==> config.mk <==
export PLATFORM = sky130hd
export DESIGN_NAME = rc_frame_decoder_with_watchdog
export DESIGN_NICKNAME = d
export VERILOG_FILES = /design/src/rtl/rcfd_pkg.sv /design/src/rtl/rcfd_front.sv /design/src/rtl/rcfd_job_queue.sv /design/src/rtl/rcfd_back.sv /design/src/rtl/rc_frame_decoder_with_watchdog.sv
export SDC_FILE = /design/constraint.sdc
export NUM_CORES = 1
export LEC_CHECK = 0
export BUFFER_PORTS_ARGS = -buffer_cell sky130_fd_sc_hd__buf_2
export CORE_MARGIN = 8
export CORE_UTILIZATION = 60
export CTS_CLUSTER_DIAMETER = 120
export DETAILED_ROUTE_END_ITERATION = 10
export GPL_ROUTABILITY_DRIVEN = 0
export GPL_TIMING_DRIVEN = 1
export PLACE_DENSITY = 0.88
export SYNTH_ARGS = -nofsm -noshare
export SYNTH_HDL_FRONTEND = slang
export SYNTH_SLANG_ARGS = --single-unit
==> constraint.sdc <==
create_clock -name clock -period 17.7 [get_ports clock]
set_input_delay 0.885 -clock clock [delete_from_list [all_inputs] [get_ports clock]]
set_output_delay 0.885 -clock clock [all_outputs]
set_load 0.1 [all_outputs]
==> src/rtl/rcfd_pkg.sv <==
package rcfd_pkg;

   localparam int FRAME_LEN         = 18;
   localparam int BYTE_COUNT_W      = 5;
   localparam int STICK_W           = 11;
   localparam int TICK_W            = 8;
   localparam int CSR_DATA_W        = 11;
   localparam int CSR_INDEX_W       = 2;
   localparam int JOB_DEPTH_DEFAULT = 2;

   localparam logic [STICK_W-1:0] STICK_DEFAULT  = 11'd1024;
   // Left switch 1 in bits 3:2, right switch 3 in bits 1:0.
   localparam logic [3:0]         SWITCH_DEFAULT = 4'b0111;

   typedef enum logic [1:0] {
      OP_BYTE = 2'd0,
      OP_EOF  = 2'd1,
      OP_TICK = 2'd2
   } op_type;

   typedef enum logic [1:0] {
      STATUS_OK      = 2'd0,
      STATUS_RANGE   = 2'd1,
      STATUS_TIMEOUT = 2'd2
   } status_type;

   typedef enum logic [CSR_INDEX_W-1:0] {
      CSR_STICK_MIN = 2'd0,
      CSR_STICK_MAX = 2'd1,
      CSR_TIMEOUT   = 2'd2
   } csr_index_type;

   typedef enum logic {
      JOB_FRAME   = 1'b0,
      JOB_TIMEOUT = 1'b1
   } job_kind_type;

   typedef struct packed {
      job_kind_type                  kind;
      logic [FRAME_LEN-1:0][7:0]     bytes;
   } job_type;

   typedef struct packed {
      logic [STICK_W-1:0] right_x;
      logic [STICK_W-1:0] right_y;
      logic [STICK_W-1:0] left_x;
      logic [STICK_W-1:0] left_y;
      logic [3:0]         switches;
      logic [15:0]        mouse_x;
      logic [15:0]        mouse_y;
      logic [15:0]        mouse_z;
      logic [15:0]        mouse_buttons;
      logic [15:0]        key_mask;
      logic [15:0]        wheel;
      status_type         status;
   } result_type;

endpackage

==> src/rtl/rcfd_front.sv <==
module rcfd_front (
   input  logic                            clock,
   input  logic                            reset,
   input  logic                            req_push,
   output logic                            req_full,
   input  logic [1:0]                      req_op,
   input  logic [7:0]                      req_data_byte,
   input  logic [rcfd_pkg::TICK_W-1:0]     timeout_ticks,
   output logic                            job_valid,
   input  logic                            job_ready,
   output rcfd_pkg::job_type               job
);
   import rcfd_pkg::*;

   logic [FRAME_LEN-1:0][7:0]  store_ff, store_in;
   logic [BYTE_COUNT_W-1:0]    count_ff, count_in;
   logic [TICK_W-1:0]          idle_ff, idle_in;
   logic [TICK_W-1:0]          tick_next;
   logic                       accept;

   assign req_full = !job_ready;
   assign accept   = req_push && job_ready;

   // Silence counter saturates so a timeout of 255 never fires.
   assign tick_next = (idle_ff == '1) ? idle_ff : idle_ff + TICK_W'(1);

   always_comb begin
      store_in   = store_ff;
      count_in   = count_ff;
      idle_in    = idle_ff;
      job_valid  = 1'b0;
      job.kind   = JOB_FRAME;
      job.bytes  = store_ff;
      if (accept) begin
         unique case (op_type'(req_op))
            OP_BYTE: begin
               if (count_ff < BYTE_COUNT_W'(FRAME_LEN)) begin
                  store_in[count_ff] = req_data_byte;
                  count_in           = count_ff + BYTE_COUNT_W'(1);
               end
            end
            OP_EOF: begin
               job_valid = 1'b1;
               store_in  = '0;
               count_in  = '0;
               idle_in   = '0;
            end
            OP_TICK: begin
               if (tick_next > timeout_ticks) begin
                  job_valid = 1'b1;
                  job.kind  = JOB_TIMEOUT;
                  idle_in   = '0;
               end else begin
                  idle_in = tick_next;
               end
            end
            default: begin
            end
         endcase
      end
   end

   always_ff @(posedge clock) begin
      if (reset) begin
         store_ff <= '0;
         count_ff <= '0;
         idle_ff  <= '0;
      end else begin
         store_ff <= store_in;
         count_ff <= count_in;
         idle_ff  <= idle_in;
      end
   end

endmodule

==> src/rtl/rcfd_job_queue.sv <==
module rcfd_job_queue #(
   parameter int DEPTH = rcfd_pkg::JOB_DEPTH_DEFAULT
) (
   input  logic                clock,
   input  logic                reset,
   input  logic                in_valid,
   output logic                in_ready,
   input  rcfd_pkg::job_type   in_job,
   output logic                out_valid,
   input  logic                out_ready,
   output rcfd_pkg::job_type   out_job
);
   import rcfd_pkg::*;

   localparam int PW = (DEPTH > 1) ? $clog2(DEPTH) : 1;
   localparam int CW = $clog2(DEPTH + 1);

   job_type         mem [DEPTH];
   logic [PW-1:0]   wr_ptr_ff, wr_ptr_in;
   logic [PW-1:0]   rd_ptr_ff, rd_ptr_in;
   logic [CW-1:0]   count_ff, count_in;
   logic            do_push, do_pop;

   assign in_ready  = (count_ff != CW'(DEPTH));
   assign out_valid = (count_ff != '0);
   assign out_job   = mem[rd_ptr_ff];
   assign do_push   = in_valid && in_ready;
   assign do_pop    = out_valid && out_ready;

   always_comb begin
      wr_ptr_in = wr_ptr_ff;
      rd_ptr_in = rd_ptr_ff;
      count_in  = count_ff;
      if (do_push) begin
         wr_ptr_in = (wr_ptr_ff == PW'(DEPTH - 1)) ? '0 : wr_ptr_ff + PW'(1);
      end
      if (do_pop) begin
         rd_ptr_in = (rd_ptr_ff == PW'(DEPTH - 1)) ? '0 : rd_ptr_ff + PW'(1);
      end
      if (do_push && !do_pop) begin
         count_in = count_ff + CW'(1);
      end else if (do_pop && !do_push) begin
         count_in = count_ff - CW'(1);
      end
   end

   always_ff @(posedge clock) begin
      if (reset) begin
         wr_ptr_ff <= '0;
         rd_ptr_ff <= '0;
         count_ff  <= '0;
      end else begin
         wr_ptr_ff <= wr_ptr_in;
         rd_ptr_ff <= rd_ptr_in;
         count_ff  <= count_in;
      end
   end

   always_ff @(posedge clock) begin
      if (do_push) begin
         mem[wr_ptr_ff] <= in_job;
      end
   end

endmodule

==> src/rtl/rcfd_back.sv <==
module rcfd_back (
   input  logic                            clock,
   input  logic                            reset,
   input  logic                            job_valid,
   output logic                            job_ready,
   input  rcfd_pkg::job_type               job,
   input  logic [rcfd_pkg::STICK_W-1:0]    stick_min,
   input  logic [rcfd_pkg::STICK_W-1:0]    stick_max,
   output logic                            rsp_empty,
   input  logic                            rsp_pop,
   output rcfd_pkg::result_type            result
);
   import rcfd_pkg::*;

   logic [FRAME_LEN-1:0][7:0] b;
   logic [STICK_W-1:0]        rx, ry, lx, ly;
   logic [1:0]                rs, ls;
   logic                      bad;
   result_type                decoded;
   result_type                result_ff;
   logic                      valid_ff, valid_in;

   function automatic logic out_of_range(input logic [STICK_W-1:0] v,
                                         input logic [STICK_W-1:0] lo,
                                         input logic [STICK_W-1:0] hi);
      return (v > hi) || (v < lo);
   endfunction

   assign b  = job.bytes;
   assign rx = {b[1][2:0], b[0]};
   assign ry = {b[2][5:0], b[1][7:3]};
   assign lx = {b[4][0], b[3], b[2][7:6]};
   assign ly = {b[5][3:0], b[4][7:1]};
   assign rs = b[5][5:4];
   assign ls = b[5][7:6];

   assign bad = out_of_range(rx, stick_min, stick_max) ||
                out_of_range(ry, stick_min, stick_max) ||
                out_of_range(lx, stick_min, stick_max) ||
                out_of_range(ly, stick_min, stick_max) ||
                (rs == 2'd0) || (ls == 2'd0);

   always_comb begin
      decoded.right_x       = STICK_DEFAULT;
      decoded.right_y       = STICK_DEFAULT;
      decoded.left_x        = STICK_DEFAULT;
      decoded.left_y        = STICK_DEFAULT;
      decoded.switches      = SWITCH_DEFAULT;
      decoded.mouse_x       = '0;
      decoded.mouse_y       = '0;
      decoded.mouse_z       = '0;
      decoded.mouse_buttons = '0;
      decoded.key_mask      = '0;
      decoded.wheel         = '0;
      decoded.status        = STATUS_TIMEOUT;
      if (job.kind == JOB_FRAME) begin
         if (bad) begin
            decoded.status = STATUS_RANGE;
         end else begin
            decoded.right_x       = rx;
            decoded.right_y       = ry;
            decoded.left_x        = lx;
            decoded.left_y        = ly;
            decoded.switches      = {ls, rs};
            decoded.mouse_x       = {b[7], b[6]};
            decoded.mouse_y       = {b[9], b[8]};
            decoded.mouse_z       = {b[11], b[10]};
            decoded.mouse_buttons = {b[13], b[12]};
            decoded.key_mask      = {b[15], b[14]};
            decoded.wheel         = {b[17], b[16]};
            decoded.status        = STATUS_OK;
         end
      end
   end

   // The output register refills in the same cycle that it is popped.
   assign job_ready = !valid_ff || rsp_pop;
   assign rsp_empty = !valid_ff;
   assign result    = result_ff;

   always_comb begin
      valid_in = valid_ff;
      if (job_valid && job_ready) begin
         valid_in = 1'b1;
      end else if (rsp_pop) begin
         valid_in = 1'b0;
      end
   end

   always_ff @(posedge clock) begin
      if (reset) begin
         valid_ff <= 1'b0;
      end else begin
         valid_ff <= valid_in;
      end
   end

   always_ff @(posedge clock) begin
      if (job_valid && job_ready) begin
         result_ff <= decoded;
      end
   end

endmodule

==> src/rtl/rc_frame_decoder_with_watchdog.sv <==
// Remote-control frame decoder with a link watchdog.
// Input items arrive on a queue-style port: an item is taken at a clock edge
// with req_push high and req_full low. An item is either one received byte,
// an end-of-frame (line idle) marker, or one timer tick. Bytes collect in an
// 18-byte frame store; an end-of-frame item unpacks the store into sticks,
// switches, mouse axes, buttons, key mask and wheel word, or into the default
// values with status 1 if a stick is outside the configured range or a switch
// is zero. Ticks count link silence; once the count exceeds timeout_ticks an
// item of defaults with status 2 is produced.
// Results leave through a queue-style port: the oldest result is on the rsp_
// ports while rsp_empty is low and is taken with rsp_pop.
// The front stage takes one item per cycle while req_full is low. The job
// that an item makes passes through the job queue and then through the
// decode and compare stage that loads the output register.
// If the receiver stalls, the output register and the job queue fill, and
// req_full rises once the queue holds JOB_DEPTH jobs; while rsp_pop is high
// the output register is reloaded every cycle, so the rate stays one item
// per cycle. Reset empties both queues, clears the frame store, the byte count
// and the silence counter, and restores the registers to 364, 1684 and 20.
// Configuration is written through csr_we, csr_index and csr_wdata while idle.
module rc_frame_decoder_with_watchdog #(
   parameter int JOB_DEPTH = rcfd_pkg::JOB_DEPTH_DEFAULT
) (
   input  logic                                clock,
   input  logic                                reset,
   input  logic                                req_push,
   output logic                                req_full,
   input  logic [1:0]                          req_op,
   input  logic [7:0]                          req_data_byte,
   output logic                                rsp_empty,
   input  logic                                rsp_pop,
   output logic [rcfd_pkg::STICK_W-1:0]        rsp_right_x,
   output logic [rcfd_pkg::STICK_W-1:0]        rsp_right_y,
   output logic [rcfd_pkg::STICK_W-1:0]        rsp_left_x,
   output logic [rcfd_pkg::STICK_W-1:0]        rsp_left_y,
   output logic [3:0]                          rsp_switches,
   output logic signed [15:0]                  rsp_mouse_x,
   output logic signed [15:0]                  rsp_mouse_y,
   output logic signed [15:0]                  rsp_mouse_z,
   output logic [15:0]                         rsp_mouse_buttons,
   output logic [15:0]                         rsp_key_mask,
   output logic [15:0]                         rsp_wheel,
   output logic [1:0]                          rsp_status,
   input  logic                                csr_we,
   input  logic [rcfd_pkg::CSR_INDEX_W-1:0]    csr_index,
   input  logic [rcfd_pkg::CSR_DATA_W-1:0]     csr_wdata
);
   import rcfd_pkg::*;

   logic [STICK_W-1:0] stick_min_ff;
   logic [STICK_W-1:0] stick_max_ff;
   logic [TICK_W-1:0]  timeout_ff;

   logic       front_valid, front_ready;
   job_type    front_job;
   logic       back_valid, back_ready;
   job_type    back_job;
   result_type result;

   // Configuration registers. Writes to an unused index are dropped.
   always_ff @(posedge clock) begin
      if (reset) begin
         stick_min_ff <= STICK_W'(364);
         stick_max_ff <= STICK_W'(1684);
         timeout_ff   <= TICK_W'(20);
      end else if (csr_we) begin
         case (csr_index_type'(csr_index))
            CSR_STICK_MIN: stick_min_ff <= csr_wdata[STICK_W-1:0];
            CSR_STICK_MAX: stick_max_ff <= csr_wdata[STICK_W-1:0];
            CSR_TIMEOUT:   timeout_ff   <= csr_wdata[TICK_W-1:0];
            default: begin
            end
         endcase
      end
   end

   // Front: collects bytes, runs the watchdog and issues decode jobs.
   rcfd_front u_front (
      .clock         (clock),
      .reset         (reset),
      .req_push      (req_push),
      .req_full      (req_full),
      .req_op        (req_op),
      .req_data_byte (req_data_byte),
      .timeout_ticks (timeout_ff),
      .job_valid     (front_valid),
      .job_ready     (front_ready),
      .job           (front_job)
   );

   // Short queue that lets the front keep taking items while the back waits.
   rcfd_job_queue #(
      .DEPTH (JOB_DEPTH)
   ) u_job_queue (
      .clock     (clock),
      .reset     (reset),
      .in_valid  (front_valid),
      .in_ready  (front_ready),
      .in_job    (front_job),
      .out_valid (back_valid),
      .out_ready (back_ready),
      .out_job   (back_job)
   );

   // Back: unpacks the frame, checks ranges and holds the result.
   rcfd_back u_back (
      .clock     (clock),
      .reset     (reset),
      .job_valid (back_valid),
      .job_ready (back_ready),
      .job       (back_job),
      .stick_min (stick_min_ff),
      .stick_max (stick_max_ff),
      .rsp_empty (rsp_empty),
      .rsp_pop   (rsp_pop),
      .result    (result)
   );

   assign rsp_right_x       = result.right_x;
   assign rsp_right_y       = result.right_y;
   assign rsp_left_x        = result.left_x;
   assign rsp_left_y        = result.left_y;
   assign rsp_switches      = result.switches;
   assign rsp_mouse_x       = $signed(result.mouse_x);
   assign rsp_mouse_y       = $signed(result.mouse_y);
   assign rsp_mouse_z       = $signed(result.mouse_z);
   assign rsp_mouse_buttons = result.mouse_buttons;
   assign rsp_key_mask      = result.key_mask;
   assign rsp_wheel         = result.wheel;
   assign rsp_status        = result.status;

endmodule
==> flow_metrics.py, run 1 <==
metrics = {
    "run_status": {
        "status": "complete, no violations",
    },
    "placed_design": {
        "dpl-instance-area_sq_um": 26800,
        "place_ws_ps": 12110,
        "hpwl_um": 35900,
        "io_buffers": 175,
    },
    "global_routing": {
        "grt_start_max_net_pins": 121,
        "grt_overflow_total": 0,
        "grt_pass1_wl_um": 92700,
        "grt_util_all_layers": 0.236,
        "first_global_vias": 16700,
        "antenna_found_initial": 1,
    },
    "final_layout": {
        "multi_input_area_sq_um": 7950,
        "fill_cells": 2663,
        "regArea_sq_um": 17000,
        "syn2layout_area_growth_pct": 12.1,
        "fin_nets": 2211,
        "postLayoutCellArea_sq_um": 28600,
        "n_antenna_cell": 0,
        "layout-drive-gt1-share": 0.191,
    },
    "timing": {
        "slew_headroom": 0.128,
        "setup_slack_ps": 11970,
        "hold_violations": 0,
        "fin_skew_ps": 74.4,
        "rsz0062_at_grt": "no",
        "max_freq_mhz": 175,
        "fin_tns_setup_ps": 0,
        "setup_viol": 0,
        "drv_slew": 0,
        "hold_slack_ps": 400,
        "finalCritPeriodShare": 0.324,
        "worst_pin_slew_ps": 1300,
        "layout_min_cycle_time_ps": 5730,
    },
    "synthesis": {
        "ys_ff_latch": 629,
        "syn_inst": 1958,
        "synth_nets": 2087,
        "synthArstFlopShare": 0,
        "synth_area_sq_um": 25600,
        "ys.flop_type": "edfxtp_1",
        "synth-edff-count": 436,
        "syn_area_per_cell_sq_um": 13.0,
        "synth_warnings": 0,
        "ys_types": 57,
        "seq_area_frac_synth": 0.664,
    },
    "clock_network": {
        "clock_latency_ps": 660,
        "cts_hold_buffers": 0,
        "cts.path.max_buffers": 3,
        "cts_resized": 0,
        "clk_pin_slew_ps": 70,
        "htreeDepth": 2,
        "clkSinkCount": 629,
        "cts_made_buffers": 56,
        "postCtsSetupBuffers": 0,
        "root_buffer": "clkbuf_16",
        "cts_tree": "built",
    },
    "worst_setup_path": {
        "end_kind": "flip-flop",
        "worstSetupStartpointType": "flip-flop",
        "crit_required_ps": 17910,
        "crit_type": "reg -> reg",
        "cp.arrival_ps": 5940,
        "crit_fanout": 70,
    },
    "die": {
        "core.rowCount": 75,
        "io_pins": 176,
        "die_area_sq_um": 49400,
        "die-width_um": 222,
        "start_util": 0.608,
        "core_sq_um": 42000,
        "dieHeight_um": 222,
    },
    "power_and_ir_drop": {
        "irDropWorstVdd_uv": 129,
        "p_leak_uw": 0.0105,
        "powerDensity_nw_per_um2": 155,
    },
    "route": {
        "drtIter0Drc": 1934,
        "drc": 0,
        "via_per_inst": 6.22,
        "post_drt_wl_per_cell_um": 22.4,
        "routed_wl_um": 59800,
        "num_vias": 16600,
        "ant_nets": 0,
        "dr.pass1.iters": 6,
    },
    "worst_hold_path": {
        "hold_class": "reg -> reg",
    },
    "flow_run": {
        "cap_violations": 0,
    },
}
[state kept, by name, indices dropped and copies added, names as in the netlist, named ones only]
register / flops
u_job_queue.mem: 290
u_job_queue.wr_ptr_ff: 1
u_front.idle_ff: 8
u_front.count_ff: 5
timeout_ff: 8
stick_max_ff: 11
stick_min_ff: 11
u_back.result: 146
u_back.valid_ff: 1
u_job_queue.rd_ptr_ff: 1
u_front.job: 144
u_job_queue.count_ff: 2
[synthesized netlist by cell type (2+ instances only)]
library cell / instances / area share
a21boi_0: 2 / 0.00059
clkbuf_1: 104 / 0.015
a311oi_1: 2 / 0.00069
nand4_1: 21 / 0.0051
edfxtp_1: 436 / 0.51
dfxtp_1: 193 / 0.15
buf_1: 13 / 0.0019
nor3b_1: 40 / 0.012
nand3b_1: 2 / 0.00059
o21a_1: 4 / 0.0012
nor3_2: 76 / 0.030
a211oi_1: 2 / 0.00059
o21ai_0: 17 / 0.0033
buf_4: 2 / 0.00059
and2_1: 8 / 0.0020
a21o_1: 17 / 0.0050
nand2_1: 60 / 0.0088
ha_1: 101 / 0.049
o31ai_1: 3 / 0.00088
mux2i_1: 108 / 0.042
nand2b_1: 14 / 0.0034
and3_1: 3 / 0.00073
nor2_1: 334 / 0.049
xor2_1: 4 / 0.0014
nor4b_1: 3 / 0.0010
a21oi_1: 43 / 0.0084
a31oi_1: 147 / 0.036
o211ai_1: 13 / 0.0038
nor3_1: 38 / 0.0074
nor4_1: 3 / 0.00073
or3_1: 8 / 0.0020
inv_1: 37 / 0.0054
xnor2_1: 5 / 0.0017
buf_6: 8 / 0.0035
nand3_1: 9 / 0.0018
nor2b_1: 7 / 0.0017
nand4b_1: 2 / 0.00069
mux2_2: 45 / 0.020
a22o_1: 6 / 0.0021
[worst max-delay path: stages, from the launching register on]
cell	delay (ps)
dfxtp_1	440
ha_1	240
nand2_1	120
nor2_1	210
nand3_1	200
nand2b_1	200
nor2_1	70
xor2_1	160
ha_1	300
a21o_1	110
a21o_1	110
a21oi_1	60
a21oi_1	430
a21oi_1	240
nor3b_2	590
buf_4	850
buf_4	890
[placed cells by master, fill, tap and decap left out, drive strengths merged, types with 5 or more instances in the layout]
cell    instances
nand2          60
and2            8
mux2i         108
nor2          334
dfxtp         193
clkbuf         85
nor2b           7
ha            101
a31oi         147
mux2           45
nand4          21
edfxtp        436
a21oi          43
a22o            6
xnor2           5
inv            39
nor3b          40
nand3           9
o211ai         13
or3             8
nor3          114
clkinv         11
nand2b         14
o21ai          18
a21o           17
buf           194
[routing by layer]
layer | vias to the layer above | global-route usage | routed length (um) | part of all wire
li1 | 7456 | - | - | -
met1 | 8103 | 0.290 | 22500 | 0.38
met2 | 859 | 0.401 | 29500 | 0.49
met3 | 183 | 0.0519 | 5180 | 0.087
met4 | 2 | 0.101 | 2640 | 0.044
met5 | - | 0 | 13 | 0.00022
[through the flow]
| step | power (uW) | util | cells |
|---|---|---|---|
| 2_1_floorplan | 2990 | - | 1958 |
| 3_3_place_gp | 3200 | 0.636 | 2563 |
| 3_5_place_dp | 3220 | 0.636 | 2563 |
| 4_1_cts | 4450 | 0.681 | 2668 |
| 5_1_grt | 4560 | 0.681 | 2668 |
| 6_report | 4440 | 0.681 | 2668 |
[power by group]
| group | switching (uW) | internal [uW] |
|---|---|---|
| clock network | 542 | 698 |
| registers | 59.7 | 1750 |
| logic | 1150 | 238 |
[area by class of cell]
cell class,instances,share of cell area
sequential,629,0.592
multi-input combinational,1164,0.277
clock buffer,85,0.0567
timing repair buffer,194,0.0358
tap,539,0.0235
clock inverter,20,0.00952
inverter,37,0.00502
[cells by family after synthesis]
kind of cell / share of synthesized area
buffers and inverters: 0.0269
muxes: 0.0621
and+or+nand+nor: 0.128
DFF: 0.664
adders and majority gates: 0.0495
xor gates and xnor gates: 0.00308
AOI/OAI and AO/OA: 0.0665
[final timing paths]
path                            depth (start not counted)  slack (ps)                     end                from
worst max register to register                         16       11970   u_job_queue.mem[1][2]  u_front.idle_ff[0]
worst max-delay path                                   16       11970   u_job_queue.mem[1][2]  u_front.idle_ff[0]
worst min-delay path                                    0         400  u_job_queue.mem[0][10]     u_front.job[10]
worst min register to register                          0         400  u_job_queue.mem[0][10]     u_front.job[10]
Power figures use the tool's default switching activity.
==> inputs of run 2 (changes only) <==
--- a/config.mk
+++ b/config.mk
@@ -5,6 +5,7 @@
 export SDC_FILE = /design/constraint.sdc
 export NUM_CORES = 1
 export LEC_CHECK = 0
+export ABC_AREA = 1
 export BUFFER_PORTS_ARGS = -buffer_cell sky130_fd_sc_hd__buf_2
 export CORE_MARGIN = 8
 export CORE_UTILIZATION = 60
==> constraint.sdc (replaced) <==
create_clock -name clock -period 5.95 [get_ports clock]
set_input_delay 0.2975 -clock clock [delete_from_list [all_inputs] [get_ports clock]]
set_output_delay 0.2975 -clock clock [all_outputs]
set_load 0.1 [all_outputs]
==> run 2 against run 1 <==
Compared with the run above:
- routed wire length rose by 6.0%
- flip-flop and latch count did not move
- largest cell class unchanged
- synthesized cell count rose by 11%
==> flow_metrics.py, run 2 <==
metrics = {
    "worst_setup_path": {
        "r2r_slack_ps": 1350,
        "cp.arrival_ps": 5080,
        "worstSetupStartpointType": "flip-flop",
        "reg2reg_to": "u_back.result[90]",
        "crit_end": "u_back.result[90]",
        "crit_type": "reg -> reg",
        "reg2regPathDepth": 16,
        "end_kind": "flip-flop",
        "crit_required_ps": 6430,
        "crit_fanout": 45,
    },
    "timing": {
        "hold_violations": 0,
        "finalCritPeriodShare": 0.773,
        "rsz0062_at_grt": "no",
        "fin_skew_ps": 16.0,
        "setup_slack_ps": 1350,
        "worst_pin_slew_ps": 1360,
        "drv_slew": 0,
        "fin_tns_setup_ps": 0,
        "max_freq_mhz": 217,
        "setup_viol": 0,
        "hold_slack_ps": 177,
        "layout_min_cycle_time_ps": 4600,
        "slew_headroom": 0.0839,
    },
    "route": {
        "dr.pass1.iters": 6,
        "drtIter0Drc": 2086,
        "ant_nets": 0,
        "routed_wl_um": 63400,
        "via_per_inst": 5.89,
        "post_drt_wl_per_cell_um": 21.3,
        "drc": 0,
        "num_vias": 17600,
    },
    "synthesis": {
        "synth.most_common_cell": "edfxtp_1",
        "synth_common_cells": "436 x edfxtp_1, 310 x nand2_1, 212 x a21oi_1, 193 x dfxtp_1, 177 x nand3_1",
        "synthTopCellsByArea": "edfxtp_1 50%, dfxtp_1 15%, ha_1 4.8%",
        "syn_inst": 2167,
        "synth_area_leader_cell": "edfxtp_1",
        "synthArstFlopShare": 0,
        "ys_types": 37,
        "seq_area_frac_synth": 0.649,
        "ys.flop_type": "edfxtp_1",
        "synth_warnings": 0,
        "synth_nets": 2296,
        "syn_area_per_cell_sq_um": 12.1,
        "yosys.area.top_type_share": 0.501,
        "synth_area_sq_um": 26100,
        "ys_ff_latch": 629,
        "synth-edff-count": 436,
    },
    "run_status": {
        "status": "complete, no violations",
    },
    "placed_design": {
        "place_ws_ps": 1520,
        "hpwl_um": 39800,
        "dpl-instance-area_sq_um": 27500,
        "io_buffers": 175,
    },
    "clock_network": {
        "clock_latency_ps": 630,
        "cts_tree": "built",
        "clkSinkCount": 629,
        "cts.path.max_buffers": 3,
        "root_buffer": "clkbuf_16",
        "clk_pin_slew_ps": 60,
        "cts_made_buffers": 57,
        "postCtsSetupBuffers": 0,
        "htreeDepth": 2,
        "cts_hold_buffers": 12,
        "cts_resized": 0,
    },
    "power_and_ir_drop": {
        "clkPwrFrac": 0.239,
        "seq_power_share": 0.354,
        "fin_total_pwr_uw": 15600,
        "switchingPower_uw": 7150,
        "internal_power_uw": 8500,
        "switching_share": 0.457,
        "irDropWorstVdd_uv": 656,
        "comb_power_share": 0.407,
        "powerDensity_nw_per_um2": 530,
        "p_leak_uw": 0.0111,
    },
    "final_layout": {
        "postLayoutCellArea_sq_um": 29500,
        "n_antenna_cell": 0,
        "max_flop_register": "u_job_queue.mem",
        "largest_reg_flops": 290,
        "layout-drive-gt1-share": 0.189,
        "fin_nets": 2476,
        "most-common-layout-cells": "436 x edfxtp_1, 310 x nand2_1, 211 x a21oi_1",
        "syn2layout_area_growth_pct": 13.0,
        "layout_commonest_cell": "edfxtp_1",
        "fill_cells": 2837,
    },
    "global_routing": {
        "first_global_vias": 17500,
        "grt_util_all_layers": 0.245,
        "antenna_found_initial": 0,
        "grt_start_max_net_pins": 107,
        "grt_overflow_total": 0,
        "grt_pass1_wl_um": 96800,
    },
    "die": {
        "io_pins": 176,
        "dieHeight_um": 225,
        "die_area_sq_um": 50500,
        "core_sq_um": 43100,
        "start_util": 0.607,
        "die-width_um": 225,
        "core.rowCount": 76,
    },
    "worst_hold_path": {
        "hold_class": "in -> reg",
    },
    "flow_run": {
        "cap_violations": 0,
    },
}
run 2: changes by cell type in the layout (fill, tap and decap cells not counted), moves of 108 or more:
cell     before  now
inv_1        36  144
a21oi_1      43  211
nand2_1      59  310
a31oi_1     147    0
nor2_1      334   96
nand3_1       9  177
run 2: how the worst min path moves through the flow:
stage,from,endpoint,depth (start not counted)
3_5_place_dp,u_front.job[16],u_job_queue.mem[0][16],0
5_1_grt,reset,u_front.job[81],2
3_3_place_gp,u_front.job[64],u_job_queue.mem[1][64],0
2_1_floorplan,u_job_queue.rd_ptr_ff,flip-flop,1
6_report,reset,u_front.job[85],2
4_1_cts,reset,u_front.job[80],2
run 2: per-layer routing:
layer | track usage | wire [um]
met4 | 0.136 | 3480
met1 | 0.305 | 23900
met3 | 0.0423 | 5500
met5 | 0 | 0
met2 | 0.405 | 30600
run 2: cell type report:
cell class	instances	area [sq um]	area share
Sequential cell	629	17000	0.574
Multi-Input combinational cell	1297	8070	0.273
Clock buffer	82	1650	0.0560
Timing Repair Buffer	210	1230	0.0418
Tap cell	585	732	0.0248
Inverter	152	578	0.0196
Clock inverter	26	299	0.0101
run 2: critical path, cell delays in order (launching register included):
cell and delay, ps:
dfxtp_4 580, inv_2 370, or2_2 390, o21ai_0 200, inv_1 170, ha_1 360, a21oi_1 260, o21ai_1 120
nand2_1 90, nand3_1 80, nand2_1 70, nand2_1 50, nor2_2 430, nand3_4 400, buf_12 340, buf_4 340
nor2_4 130
run 2: stage by stage:
stage,instances,util
after floorplan,2167,-
after global placement,2861,0.637
after detailed placement,2861,0.637
after CTS,2981,0.686
after global routing,2981,0.686
final,2981,0.686
run 2: kinds of logic after synthesis:
family,synth area share
adders and majority gates,0.0484
DFF,0.649
and+or+nand+nor,0.156
muxes,0.0379
AOI/OAI and AO/OA,0.0636
buffers and inverters,0.0436
xor gates and xnor gates,0.00168
run 2: power by group through the flow:
stage | Combinational [uW] | Clock [uW] | Sequential [uW]
6_report | 6370 | 3740 | 5540
2_1_floorplan | 1880 | 0 | 9000
5_1_grt | 6630 | 3920 | 5580
3_3_place_gp | 6200 | 0 | 5610
4_1_cts | 6360 | 3770 | 5540
3_5_place_dp | 6330 | 0 | 5620
